[config.mk]
export PLATFORM = sky130hd
export DESIGN_NAME = running_mean_variance_stderr_core
export DESIGN_NICKNAME = d
export VERILOG_FILES = /design/src/rtl/rmvs_pkg.sv /design/src/rtl/running_mean_variance_stderr_core.sv
export SDC_FILE = /design/constraint.sdc
export NUM_CORES = 2
export LEC_CHECK = 0
export BUFFER_PORTS_ARGS = -buffer_cell sky130_fd_sc_hd__clkbuf_2
export CORE_MARGIN = 2
export CORE_UTILIZATION = 35
export CTS_CLUSTER_DIAMETER = 50
export CTS_CLUSTER_SIZE = 30
export DETAILED_ROUTE_END_ITERATION = 8
export GPL_ROUTABILITY_DRIVEN = 1
export GPL_TIMING_DRIVEN = 0
export PLACE_DENSITY = 0.52
export SKIP_CTS_REPAIR_TIMING = 1
export SLEW_MARGIN = 20
export SYNTH_ARGS = -nofsm -noshare
export SYNTH_HDL_FRONTEND = slang
export SYNTH_SLANG_ARGS = --single-unit
export TNS_END_PERCENT = 30
[constraint.sdc]
create_clock -name clock -period 8.45 [get_ports clock]
set_input_delay 0.845 -clock clock [delete_from_list [all_inputs] [get_ports clock]]
set_output_delay 0.845 -clock clock [all_outputs]
set_load 0.1 [all_outputs]
[src/rtl/rmvs_pkg.sv]
`timescale 1ns / 1ps
// ----------------------------------------------------------------------------
// rmvs_pkg
// Shared widths and parameter defaults for the running mean / variance /
// standard error core.
// ----------------------------------------------------------------------------
package rmvs_pkg;

   // request and response field widths
   localparam int unsigned SAMPLE_W = 32;
   localparam int unsigned COUNT_W  = 21;
   localparam int unsigned MEAN_W   = 32;
   localparam int unsigned VAR_W    = 63;
   localparam int unsigned SE_W     = 32;

   // width of the sum of squared deviations and of the shared divider
   localparam int unsigned SUM_W    = 64;

   // parameter defaults
   localparam int unsigned DEF_MAX_COUNT = 1048576;
   localparam int unsigned DEF_FRAC_BITS = 16;

endpackage

[src/rtl/running_mean_variance_stderr_core.sv]
// A sample without last runs the bit-serial mean divider and the shift-add
// multiplier before the core takes the next request.
// A last sample adds the variance divide, the divide by count and the square
// root before the response is registered; a set of one sample skips all three.
// Reset (synchronous, active high) clears count, mean, sum, flag and rsp_valid.
`timescale 1ns / 1ps
// ----------------------------------------------------------------------------
// running_mean_variance_stderr_core
// Welford running mean and squared deviation sum over Q16.16 samples; on the
// last sample of a set reports count, mean, unbiased variance and standard
// error, then clears. One shared restoring divider, a shift-add multiplier
// and a digit-by-digit square root, each one bit per cycle.
// ----------------------------------------------------------------------------
module running_mean_variance_stderr_core #(
   parameter int unsigned MAX_COUNT = rmvs_pkg::DEF_MAX_COUNT,
   parameter int unsigned FRAC_BITS = rmvs_pkg::DEF_FRAC_BITS
) (
   input  logic                          clock,
   input  logic                          reset,
   input  logic                          req_valid,
   output logic                          req_ready,
   input  logic [rmvs_pkg::SAMPLE_W-1:0] req_sample,
   input  logic                          req_last,
   output logic                          rsp_valid,
   input  logic                          rsp_ready,
   output logic [rmvs_pkg::COUNT_W-1:0]  rsp_sample_count,
   output logic [rmvs_pkg::MEAN_W-1:0]   rsp_mean,
   output logic [rmvs_pkg::VAR_W-1:0]    rsp_variance,
   output logic [rmvs_pkg::SE_W-1:0]     rsp_std_error,
   output logic                          rsp_status
);

   localparam int unsigned CNT_W   = $clog2(MAX_COUNT + 1);
   localparam int unsigned X_W     = rmvs_pkg::SAMPLE_W + FRAC_BITS;
   localparam int unsigned MAG_W   = X_W + 1;
   localparam int unsigned PROD_W  = 2 * MAG_W;
   localparam int unsigned DVD_W   = rmvs_pkg::SUM_W;
   localparam int unsigned SAT_LSB = DVD_W + 2 * FRAC_BITS;
   localparam int unsigned STEP_W  = $clog2(DVD_W);
   localparam int unsigned ROOT_W  = DVD_W / 2;
   localparam int unsigned SREM_W  = ROOT_W + 3;
   localparam int unsigned VAR_W   = rmvs_pkg::VAR_W;
   localparam int unsigned COUNT_W = rmvs_pkg::COUNT_W;

   // state codes
   localparam logic [3:0] S_IDLE   = 4'd0;
   localparam logic [3:0] S_DELTA  = 4'd1;
   localparam logic [3:0] S_DIV1   = 4'd2;
   localparam logic [3:0] S_UPD    = 4'd3;
   localparam logic [3:0] S_DELTA2 = 4'd4;
   localparam logic [3:0] S_MUL    = 4'd5;
   localparam logic [3:0] S_ACC    = 4'd6;
   localparam logic [3:0] S_FIN    = 4'd7;
   localparam logic [3:0] S_VDIV   = 4'd8;
   localparam logic [3:0] S_VCLP   = 4'd9;
   localparam logic [3:0] S_SDIV   = 4'd10;
   localparam logic [3:0] S_SQ0    = 4'd11;
   localparam logic [3:0] S_SQRT   = 4'd12;
   localparam logic [3:0] S_OUT    = 4'd13;

   // control registers
   logic [3:0]       state_ff, state_in;
   logic [CNT_W-1:0] count_ff, count_in;
   logic [X_W-1:0]   mean_ff, mean_in;
   logic [DVD_W-1:0] sum_ff, sum_in;
   logic             sat_ff, sat_in;
   logic             rsp_valid_ff, rsp_valid_in;

   // datapath registers
   logic [X_W-1:0]    x_ff, x_in;
   logic              last_ff, last_in;
   logic              neg_ff, neg_in;
   logic [MAG_W-1:0]  mag_ff, mag_in;
   logic [DVD_W-1:0]  dvd_ff, dvd_in;
   logic [CNT_W-1:0]  rem_ff, rem_in;
   logic [DVD_W-1:0]  quo_ff, quo_in;
   logic [CNT_W-1:0]  dsr_ff, dsr_in;
   logic [PROD_W-1:0] prod_ff, prod_in;
   logic [VAR_W-1:0]  var_ff, var_in;
   logic              clamp_ff, clamp_in;
   logic [DVD_W-1:0]  rad_ff, rad_in;
   logic [SREM_W-1:0] srem_ff, srem_in;
   logic [ROOT_W-1:0] root_ff, root_in;
   logic [STEP_W-1:0] step_ff, step_in;

   // response registers
   logic [COUNT_W-1:0]             rsp_count_ff, rsp_count_in;
   logic [rmvs_pkg::MEAN_W-1:0]    rsp_mean_ff, rsp_mean_in;
   logic [VAR_W-1:0]               rsp_var_ff, rsp_var_in;
   logic [rmvs_pkg::SE_W-1:0]      rsp_se_ff, rsp_se_in;
   logic                           rsp_status_ff, rsp_status_in;

   // combinational helpers
   logic [MAG_W-1:0]   delta_w, delta_mag, mean_wide, mean_step;
   logic               delta_neg;
   logic [CNT_W+1:0]   div_trial;
   logic [CNT_W:0]     div_shift;
   logic               div_qbit, div_run, div_done;
   logic [STEP_W-1:0]  div_lim;
   logic [MAG_W:0]     mul_sum;
   logic               term_sat;
   logic [DVD_W-1:0]   term;
   logic [DVD_W:0]     acc_sum;
   logic [SREM_W+1:0]  sq_rem_t, sq_diff;
   logic               sq_ok;
   logic               req_fire, out_free, count_full;
   logic [CNT_W+COUNT_W-1:0] count_ext;
   logic [VAR_W-1:0]   var_clamped;

   assign req_ready  = (state_ff == S_IDLE);
   assign req_fire   = req_valid && req_ready;
   assign out_free   = !rsp_valid_ff || rsp_ready;
   assign count_full = (count_ff >= CNT_W'(MAX_COUNT));

   // sample minus mean, shared by both delta states
   assign delta_w   = {x_ff[X_W-1], x_ff} - {mean_ff[X_W-1], mean_ff};
   assign delta_neg = delta_w[MAG_W-1];
   assign delta_mag = delta_neg ? (~delta_w + MAG_W'(1)) : delta_w;

   // mean moves toward the sample by the truncated quotient
   assign mean_wide = {mean_ff[X_W-1], mean_ff};
   assign mean_step = neg_ff ? (mean_wide - quo_ff[MAG_W-1:0])
                             : (mean_wide + quo_ff[MAG_W-1:0]);

   // restoring divider step: one quotient bit per cycle
   assign div_shift = {rem_ff, dvd_ff[DVD_W-1]};
   assign div_trial = {1'b0, div_shift} - {2'b00, dsr_ff};
   assign div_qbit  = !div_trial[CNT_W+1];
   assign div_run   = state_ff inside {S_DIV1, S_VDIV, S_SDIV};
   assign div_lim   = (state_ff == S_DIV1) ? STEP_W'(MAG_W - 1) : STEP_W'(DVD_W - 1);
   assign div_done  = (step_ff == div_lim);

   // shift-add multiplier step: one multiplier bit per cycle
   assign mul_sum = {1'b0, prod_ff[PROD_W-1:MAG_W]} +
                    (prod_ff[0] ? {1'b0, mag_ff} : {(MAG_W + 1){1'b0}});

   // deviation term scaled back to Q32.32, saturating
   assign term_sat = |prod_ff[PROD_W-1:SAT_LSB];
   assign term     = prod_ff[SAT_LSB-1:2*FRAC_BITS];
   assign acc_sum  = {1'b0, sum_ff} + {1'b0, term};

   // digit-by-digit square root step: two radicand bits in, one root bit out
   assign sq_rem_t = {srem_ff, rad_ff[DVD_W-1 -: 2]};
   assign sq_diff  = sq_rem_t - (SREM_W + 2)'({root_ff, 2'b01});
   assign sq_ok    = !sq_diff[SREM_W+1];

   assign var_clamped = quo_ff[DVD_W-1] ? {VAR_W{1'b1}} : quo_ff[VAR_W-1:0];
   assign count_ext   = {{COUNT_W{1'b0}}, count_ff};

   // next-state and datapath control
   always_comb begin
      state_in      = state_ff;
      count_in      = count_ff;
      mean_in       = mean_ff;
      sum_in        = sum_ff;
      sat_in        = sat_ff;
      rsp_valid_in  = rsp_valid_ff && !rsp_ready;
      x_in          = x_ff;
      last_in       = last_ff;
      neg_in        = neg_ff;
      mag_in        = mag_ff;
      dvd_in        = dvd_ff;
      rem_in        = rem_ff;
      quo_in        = quo_ff;
      dsr_in        = dsr_ff;
      prod_in       = prod_ff;
      var_in        = var_ff;
      clamp_in      = clamp_ff;
      rad_in        = rad_ff;
      srem_in       = srem_ff;
      root_in       = root_ff;
      step_in       = step_ff;
      rsp_count_in  = rsp_count_ff;
      rsp_mean_in   = rsp_mean_ff;
      rsp_var_in    = rsp_var_ff;
      rsp_se_in     = rsp_se_ff;
      rsp_status_in = rsp_status_ff;

      // shared divider iteration
      if (div_run) begin
         dvd_in  = {dvd_ff[DVD_W-2:0], 1'b0};
         quo_in  = {quo_ff[DVD_W-2:0], div_qbit};
         rem_in  = div_qbit ? div_trial[CNT_W-1:0] : div_shift[CNT_W-1:0];
         step_in = step_ff + STEP_W'(1);
      end

      case (state_ff)
         S_IDLE: begin
            if (req_fire) begin
               x_in    = {req_sample, {FRAC_BITS{1'b0}}};
               last_in = req_last;
               if (count_full) begin
                  // set already full: sample dropped, flagged
                  sat_in   = 1'b1;
                  state_in = req_last ? S_FIN : S_IDLE;
               end else begin
                  count_in = count_ff + CNT_W'(1);
                  state_in = S_DELTA;
               end
            end
         end
         S_DELTA: begin
            neg_in   = delta_neg;
            mag_in   = delta_mag;
            dvd_in   = {delta_mag, {(DVD_W - MAG_W){1'b0}}};
            rem_in   = '0;
            quo_in   = '0;
            dsr_in   = count_ff;
            step_in  = '0;
            state_in = S_DIV1;
         end
         S_DIV1: begin
            if (div_done) state_in = S_UPD;
         end
         S_UPD: begin
            mean_in  = mean_step[X_W-1:0];
            state_in = S_DELTA2;
         end
         S_DELTA2: begin
            prod_in  = {{MAG_W{1'b0}}, delta_mag};
            step_in  = '0;
            state_in = S_MUL;
         end
         S_MUL: begin
            prod_in = {mul_sum, prod_ff[MAG_W-1:1]};
            step_in = step_ff + STEP_W'(1);
            if (step_ff == STEP_W'(MAG_W - 1)) state_in = S_ACC;
         end
         S_ACC: begin
            if (term_sat || acc_sum[DVD_W]) begin
               sum_in = '1;
               sat_in = 1'b1;
            end else begin
               sum_in = acc_sum[DVD_W-1:0];
            end
            state_in = last_ff ? S_FIN : S_IDLE;
         end
         S_FIN: begin
            clamp_in = 1'b0;
            if (count_ff > CNT_W'(1)) begin
               dvd_in   = sum_ff;
               rem_in   = '0;
               quo_in   = '0;
               dsr_in   = count_ff - CNT_W'(1);
               step_in  = '0;
               state_in = S_VDIV;
            end else begin
               var_in   = '0;
               root_in  = '0;
               state_in = S_OUT;
            end
         end
         S_VDIV: begin
            if (div_done) state_in = S_VCLP;
         end
         S_VCLP: begin
            // clamp variance, then divide it by the count
            var_in   = var_clamped;
            clamp_in = quo_ff[DVD_W-1];
            dvd_in   = {1'b0, var_clamped};
            rem_in   = '0;
            quo_in   = '0;
            dsr_in   = count_ff;
            step_in  = '0;
            state_in = S_SDIV;
         end
         S_SDIV: begin
            if (div_done) state_in = S_SQ0;
         end
         S_SQ0: begin
            rad_in   = quo_ff;
            srem_in  = '0;
            root_in  = '0;
            step_in  = '0;
            state_in = S_SQRT;
         end
         S_SQRT: begin
            rad_in  = {rad_ff[DVD_W-3:0], 2'b00};
            srem_in = sq_ok ? sq_diff[SREM_W-1:0] : sq_rem_t[SREM_W-1:0];
            root_in = {root_ff[ROOT_W-2:0], sq_ok};
            step_in = step_ff + STEP_W'(1);
            if (step_ff == STEP_W'(ROOT_W - 1)) state_in = S_OUT;
         end
         S_OUT: begin
            if (out_free) begin
               rsp_valid_in  = 1'b1;
               rsp_count_in  = count_ext[COUNT_W-1:0];
               rsp_mean_in   = mean_ff[X_W-1:FRAC_BITS];
               rsp_var_in    = var_ff;
               rsp_se_in     = root_ff;
               rsp_status_in = sat_ff || clamp_ff;
               // clear the set
               count_in = '0;
               mean_in  = '0;
               sum_in   = '0;
               sat_in   = 1'b0;
               state_in = S_IDLE;
            end
         end
         default: begin
            state_in = S_IDLE;
         end
      endcase
   end

   // control state
   always_ff @(posedge clock) begin
      if (reset) begin
         state_ff     <= S_IDLE;
         count_ff     <= '0;
         mean_ff      <= '0;
         sum_ff       <= '0;
         sat_ff       <= 1'b0;
         rsp_valid_ff <= 1'b0;
      end else begin
         state_ff     <= state_in;
         count_ff     <= count_in;
         mean_ff      <= mean_in;
         sum_ff       <= sum_in;
         sat_ff       <= sat_in;
         rsp_valid_ff <= rsp_valid_in;
      end
   end

   // datapath and response payload
   always_ff @(posedge clock) begin
      x_ff          <= x_in;
      last_ff       <= last_in;
      neg_ff        <= neg_in;
      mag_ff        <= mag_in;
      dvd_ff        <= dvd_in;
      rem_ff        <= rem_in;
      quo_ff        <= quo_in;
      dsr_ff        <= dsr_in;
      prod_ff       <= prod_in;
      var_ff        <= var_in;
      clamp_ff      <= clamp_in;
      rad_ff        <= rad_in;
      srem_ff       <= srem_in;
      root_ff       <= root_in;
      step_ff       <= step_in;
      rsp_count_ff  <= rsp_count_in;
      rsp_mean_ff   <= rsp_mean_in;
      rsp_var_ff    <= rsp_var_in;
      rsp_se_ff     <= rsp_se_in;
      rsp_status_ff <= rsp_status_in;
   end

   assign rsp_valid        = rsp_valid_ff;
   assign rsp_sample_count = rsp_count_ff;
   assign rsp_mean         = rsp_mean_ff;
   assign rsp_variance     = rsp_var_ff;
   assign rsp_std_error    = rsp_se_ff;
   assign rsp_status       = rsp_status_ff;

   // checks
   a_count_bound: assert property (@(posedge clock) disable iff (reset)
      count_ff <= CNT_W'(MAX_COUNT))
      else $error("running count above MAX_COUNT");

   a_div_rem: assert property (@(posedge clock) disable iff (reset)
      div_run |-> (rem_ff < dsr_ff))
      else $error("divider remainder not below divisor");

   a_full_flag: assert property (@(posedge clock) disable iff (reset)
      (req_fire && count_full) |=> sat_ff)
      else $error("request on full set did not set saturation flag");

   a_rsp_src: assert property (@(posedge clock) disable iff (reset)
      $rose(rsp_valid_ff) |-> ($past(state_ff) == S_OUT && state_ff == S_IDLE &&
                               count_ff == '0 && sum_ff == '0))
      else $error("response raised without a cleared set");

endmodule

* Word level (Yosys, flattened, before mapping)
Index checks and enable logic that the tools add are counted.
Widths: inputs -> output; s select.
** Cells by class
- Equal/unequal tests :: 28
- Add/subtract/negate cells :: 11
- Bitwise gates (word level) :: 1
- Reduce and logical (&&, ||, !) cells :: 34
- Magnitude comparators :: 2
- Muxes and demuxes :: 57
** Operators by type and width (number)
- $mux 64 :: 6
- $pmux 64 s2 :: 3
- $pmux 98 s2 :: 1
- $pmux 64 s3 :: 1
- $mux 21 :: 7
- $mux 63 :: 2
- $pmux 21 s2 :: 3
- $pmux 63 s2 :: 1
- $mux 49 :: 2
- $mux 48 :: 2
- $pmux 32 s3 :: 1
- $pmux 48 s2 :: 1
- $pmux 35 s2 :: 1
- $add 64x64->65 :: 1
- $pmux 4 s14 :: 1
- $add 49x49->50 :: 1
- $add 49x1->49 const B :: 1
- $not 49->49 :: 1
- $sub 48x48->49 :: 1
- $add 48x48->48 :: 1
- $sub 48x48->48 :: 1
- $sub 37x34->37 :: 1
- $mux 35 :: 1
- $mux 32 :: 1
- 34 further kinds :: 91
** Word-level totals
- Bits in registers :: 840
- Logic and storage cells :: 159
- Output and inout bits :: 151

* Logic depth before layout (Yosys ltp)
- Depth after elaboration :: 5
- Mapped depth :: 22
- Depth with buffers taken out :: 21

* Worst setup path after synthesis
Ideal clock, no wire load.
- Path type :: flip-flop to flip-flop
- Start :: register state_ff[1]
- End :: register prod_ff[0] (enable)
- Setup time :: 0.674 ns
- Arrival time :: 7.392 ns
- Setup slack :: 0.384 ns
- Buffers on the path :: 2
- Cell stages (with the launch flop) :: 4
- Cells stage by stage :: dfxtp_1 -> clkbuf_1 -> buf_1 -> nor3_1
** Between the ends
- Longest elaborated chain between the ends :: 2
- Elaborated cells between the ends (all ways) :: 3
- Those cells by class :: 2 x eq/ne; 1 x reduce/logical
** Ends and longest elaborated chain
- start: declaration :: RTL line running_mean_variance_stderr_core.sv:62 : logic [3:0] state_ff, state_in;
- start signal: assignment :: RTL line running_mean_variance_stderr_core.sv:316 : state_ff <= state_in;
- $eq 4x3->1 :: RTL line running_mean_variance_stderr_core.sv:187 : case (state_ff)
- $reduce_bool 2->1 (no line) (*)
- end signal: assignment :: RTL line running_mean_variance_stderr_core.sv:335 : prod_ff <= prod_in;
- end: declaration :: RTL line running_mean_variance_stderr_core.sv:78 : logic [PROD_W-1:0] prod_ff, prod_in;
Mark *: on every way between the ends. The rest lies on a longest branch, timed or not.
A chain may end at the register's enable or synchronous reset.

* Worst setup path in the final report
- Start :: register mean_ff[16]
- End :: register prod_ff[45], data pin
** Between the ends
- Longest elaborated chain between the ends :: 5
** Ends and longest elaborated chain
- start: declaration :: RTL line running_mean_variance_stderr_core.sv:64 : logic [X_W-1:0] mean_ff, mean_in;
- start signal: assignment :: RTL line running_mean_variance_stderr_core.sv:318 : mean_ff <= mean_in;
- $sub 48x48->49 (*) :: RTL line running_mean_variance_stderr_core.sv:116 : assign delta_w = {x_ff[X_W-1], x_ff} - {mean_ff[X_W-1], mean_ff};
- $not 49->49 :: RTL line running_mean_variance_stderr_core.sv:118 : assign delta_mag = delta_neg ? (~delta_w + MAG_W'(1)) : delta_w;
- $add 49x1->49 :: RTL line running_mean_variance_stderr_core.sv:118
- $mux 49 (*) :: RTL line running_mean_variance_stderr_core.sv:118
- $pmux 98 s2 (*) :: RTL line running_mean_variance_stderr_core.sv:187
- net prod_in[45] :: RTL line running_mean_variance_stderr_core.sv:78
The timed path passes the listed nets; every way through them passes the cells marked *.

==> impl_metrics.tcl <==
set metrics [dict create \
    status "complete, no violations" \
    yosys_warnings 0 \
    async_reset_ff_frac 0 \
    report.final.slew_viol_count 0 \
    power.internal_mw 10.1 \
    io_buffers 186 \
    p_comb_frac 0.413 \
    max_slew_margin 0.162 \
    ir_worst_vdd_v 0.000193 \
    hold_path_class "input port to register" \
    synth_edf_count 546 \
    ctsHtreeMaxLevel 3 \
    grt_pass1_wl_mm 250 \
    place_area_um2 52100 \
    wl_per_cell_um 22.7 \
    drc 0 \
    syn-num-nets 5564 \
    vias 41500 \
    nNetsFinal 5881 \
    synth_commonest_cells "593 x nand2_1, 556 x nor2_1, 548 x a21oi_1" \
    path_clk_slew_ns 0.07 \
    synth_top_cell_by_area "edfxtp_1" \
    insertion_delay_ns 0.78 \
    routed_wl_mm 170 \
    critPathArrivalTime_ns 6.72 \
    crit_required_ns 8.92 \
    io_pins 188 \
    synth_top_area_share 0.338 \
    worst_clock_skew_ns 0.0953 \
    rsz0062_at_grt "false" \
    ctsLongestPathBuffers 3 \
    min_period_ns 6.26 \
    fp.dieH_um 376 \
    core_um2 137000 \
    final_layout_size_suffix_gt1_frac 0.0866 \
    die_area_um2 142000 \
    row_count 136 \
    syn_area_per_cell_um2 9.21 \
    clkPwrFrac 0.285 \
    crit_type "register to register" \
    power_frac_seq 0.302 \
    p_sw_mw 7.03 \
    synth-main-ff-cell "edfxtp_1" \
    clkSinkCount 840 \
    fmax_ghz 0.160 \
    fin_crit_sh 0.740 \
    power_density_nw_per_um2 306 \
    drv_cap 0 \
    gr-usage-all-layers 0.233 \
    areaGrowthSynthToFinish_pct 15.3 \
    numCtsBuffers 108 \
    cts-root-buf "clkbuf_16" \
    hold_viol_final 0 \
    cts_tree "built" \
    grt_pass1_vias 38900 \
    synth_most_common_cell "nand2_1" \
    hold_ws_ns 0.251 \
    grt_remaining_overflow 0 \
    die_x_um 376 \
    seq_area_frac_synth 0.459 \
    critPathMaxFanout 7 \
    fin_area_um2 56000 \
    worstMarginPinSlew_ns 1.24 \
    place_congestion 0.947 \
    ys_types 96 \
    synth.area.top_cells "edfxtp_1 34%, dfxtp_1 12%, ha_1 6.5%" \
    power_leakage_nw 21.7 \
    antenna_found_initial 21 \
    antenna_left 0 \
    initial_utilization 0.353 \
    synthCells 5270 \
    power.share.switching 0.411 \
    ys_seq_elements 840 \
    vias_per_cell 5.55 \
    post-route-util 0.407 \
    grt_max_degree 82 \
    critPathLaunchType "register" \
    setup_viol 0 \
    first_iter_violations 4574 \
    syn-cell-area_um2 48500 \
    drtPass1Iterations 7 \
    hpwl_mm 131 \
    crit_path_end_kind "register" \
]
## flip-flops by register name (all words and copies together), names as in the netlist, 4 cells and up
| register | flops |
|---|---|
| rsp_std_error | 32 |
| dsr_ff | 21 |
| prod_ff | 98 |
| mag_ff | 49 |
| mean_ff | 48 |
| sum_ff | 64 |
| quo_ff | 64 |
| var_ff | 63 |
| count_ff | 21 |
| step_ff | 6 |
| state_ff | 4 |
| root_ff | 32 |
| dvd_ff | 64 |
| rsp_sample_count | 21 |
| rsp_variance | 63 |
| rsp_mean | 32 |
| rem_ff | 21 |
| srem_ff | 35 |
| x_ff | 32 |
| rad_ff | 64 |
## area by class of cell
cell class / count / area [um2]
clock inverter: 86 / 1010
timing repair buffer: 207 / 1240
sequential: 840 / 22300
tap: 1794 / 2240
multi-input combinational: 3919 / 24400
clock buffer: 118 / 2850
fill: 13700 / 81500
antenna: 5 / 12.5
buffer: 308 / 1200
inverter: 203 / 769
## routing by layer
metal	vias to the layer above	track usage	part of all wire
li1	19700	-	-
met1	19900	0.327	0.45
met5	-	0	0.00018
met2	1585	0.353	0.43
met4	6	0.0902	0.038
met3	316	0.0451	0.079
## metrics by stage
stage	cells	total power [mW]	setup TNS (ns)	worst slack, ns
after floorplan	5270	10.0	0	0.384
after global placement	7250	12.1	-460.00	-4.44
after detailed placement	7271	12.1	0	2.30
after CTS	7475	17.0	0	2.26
after global routing	7476	18.0	0	1.75
final	7480	17.1	0	2.19
## logic make-up (layout without fill, tap and decap cells)
family	Yosys count	count (layout)	share of synthesized area
XOR/XNOR	336	336	0.0608
other	0	5	0
AND/OR/NAND/NOR	1761	1761	0.165
buffers and inverters	511	922	0.0404
adder cells (fa/ha/maj)	257	257	0.0669
flip-flops	840	840	0.459
AO/OA/AOI/OAI	1485	1485	0.191
multiplexers	80	80	0.0166
## worst paths after layout
check	start	to	cells after the start	slack, ns
max	mean_ff[16]	prod_ff[45]	13	2.19
min	req_sample[31]	x_ff[47]	1	0.25
max reg2reg	mean_ff[16]	prod_ff[45]	13	2.19
min reg2reg	var_ff[39]	rsp_variance[39]	0	0.41
## worst max-delay path: stages, from the launching register on
cell and delay (ns):
dfxtp_1 0.53, inv_1 0.08, ha_1 0.40, nor3b_1 0.65, nand3_1 0.41, nor4_1 0.76
o31ai_1 0.31, o21a_1 0.30, xnor2_1 0.21, nor4_1 0.63, nand4_1 0.41, o21ai_0 0.31
xor2_1 0.79, a21oi_1 0.16
## layout by cell type (no fill, tap or decap), drive strengths merged, types with 33 or more instances in the layout
master | Yosys | routed
clkinv | 2 | 33
o21bai | 36 | 36
clkbuf | 268 | 572
a21oi | 549 | 549
nor4 | 35 | 35
nor2 | 556 | 556
a211oi | 113 | 113
nor2b | 36 | 36
a31oi | 60 | 60
inv | 201 | 243
xor2 | 136 | 136
a21o | 171 | 171
nand3 | 143 | 143
nand2 | 593 | 593
nor3 | 91 | 91
ha | 253 | 253
dfxtp | 294 | 294
o21ai | 285 | 285
xnor2 | 200 | 200
nand2b | 53 | 53
nand4 | 43 | 43
mux2i | 76 | 76
and3 | 43 | 43
and2 | 75 | 75
o21a | 43 | 43
buf | 40 | 61
edfxtp | 546 | 546
## power groups by stage
stage	Clock, mW	Combinational [mW]	Sequential [mW]
final	4.87	7.06	5.17
after floorplan	0	4.87	5.15
after detailed placement	0	6.85	5.25
after CTS	4.95	6.89	5.16
after global routing	5.12	7.65	5.20
after global placement	0	6.81	5.26
No activity file was read; power rests on OpenSTA's default activity.
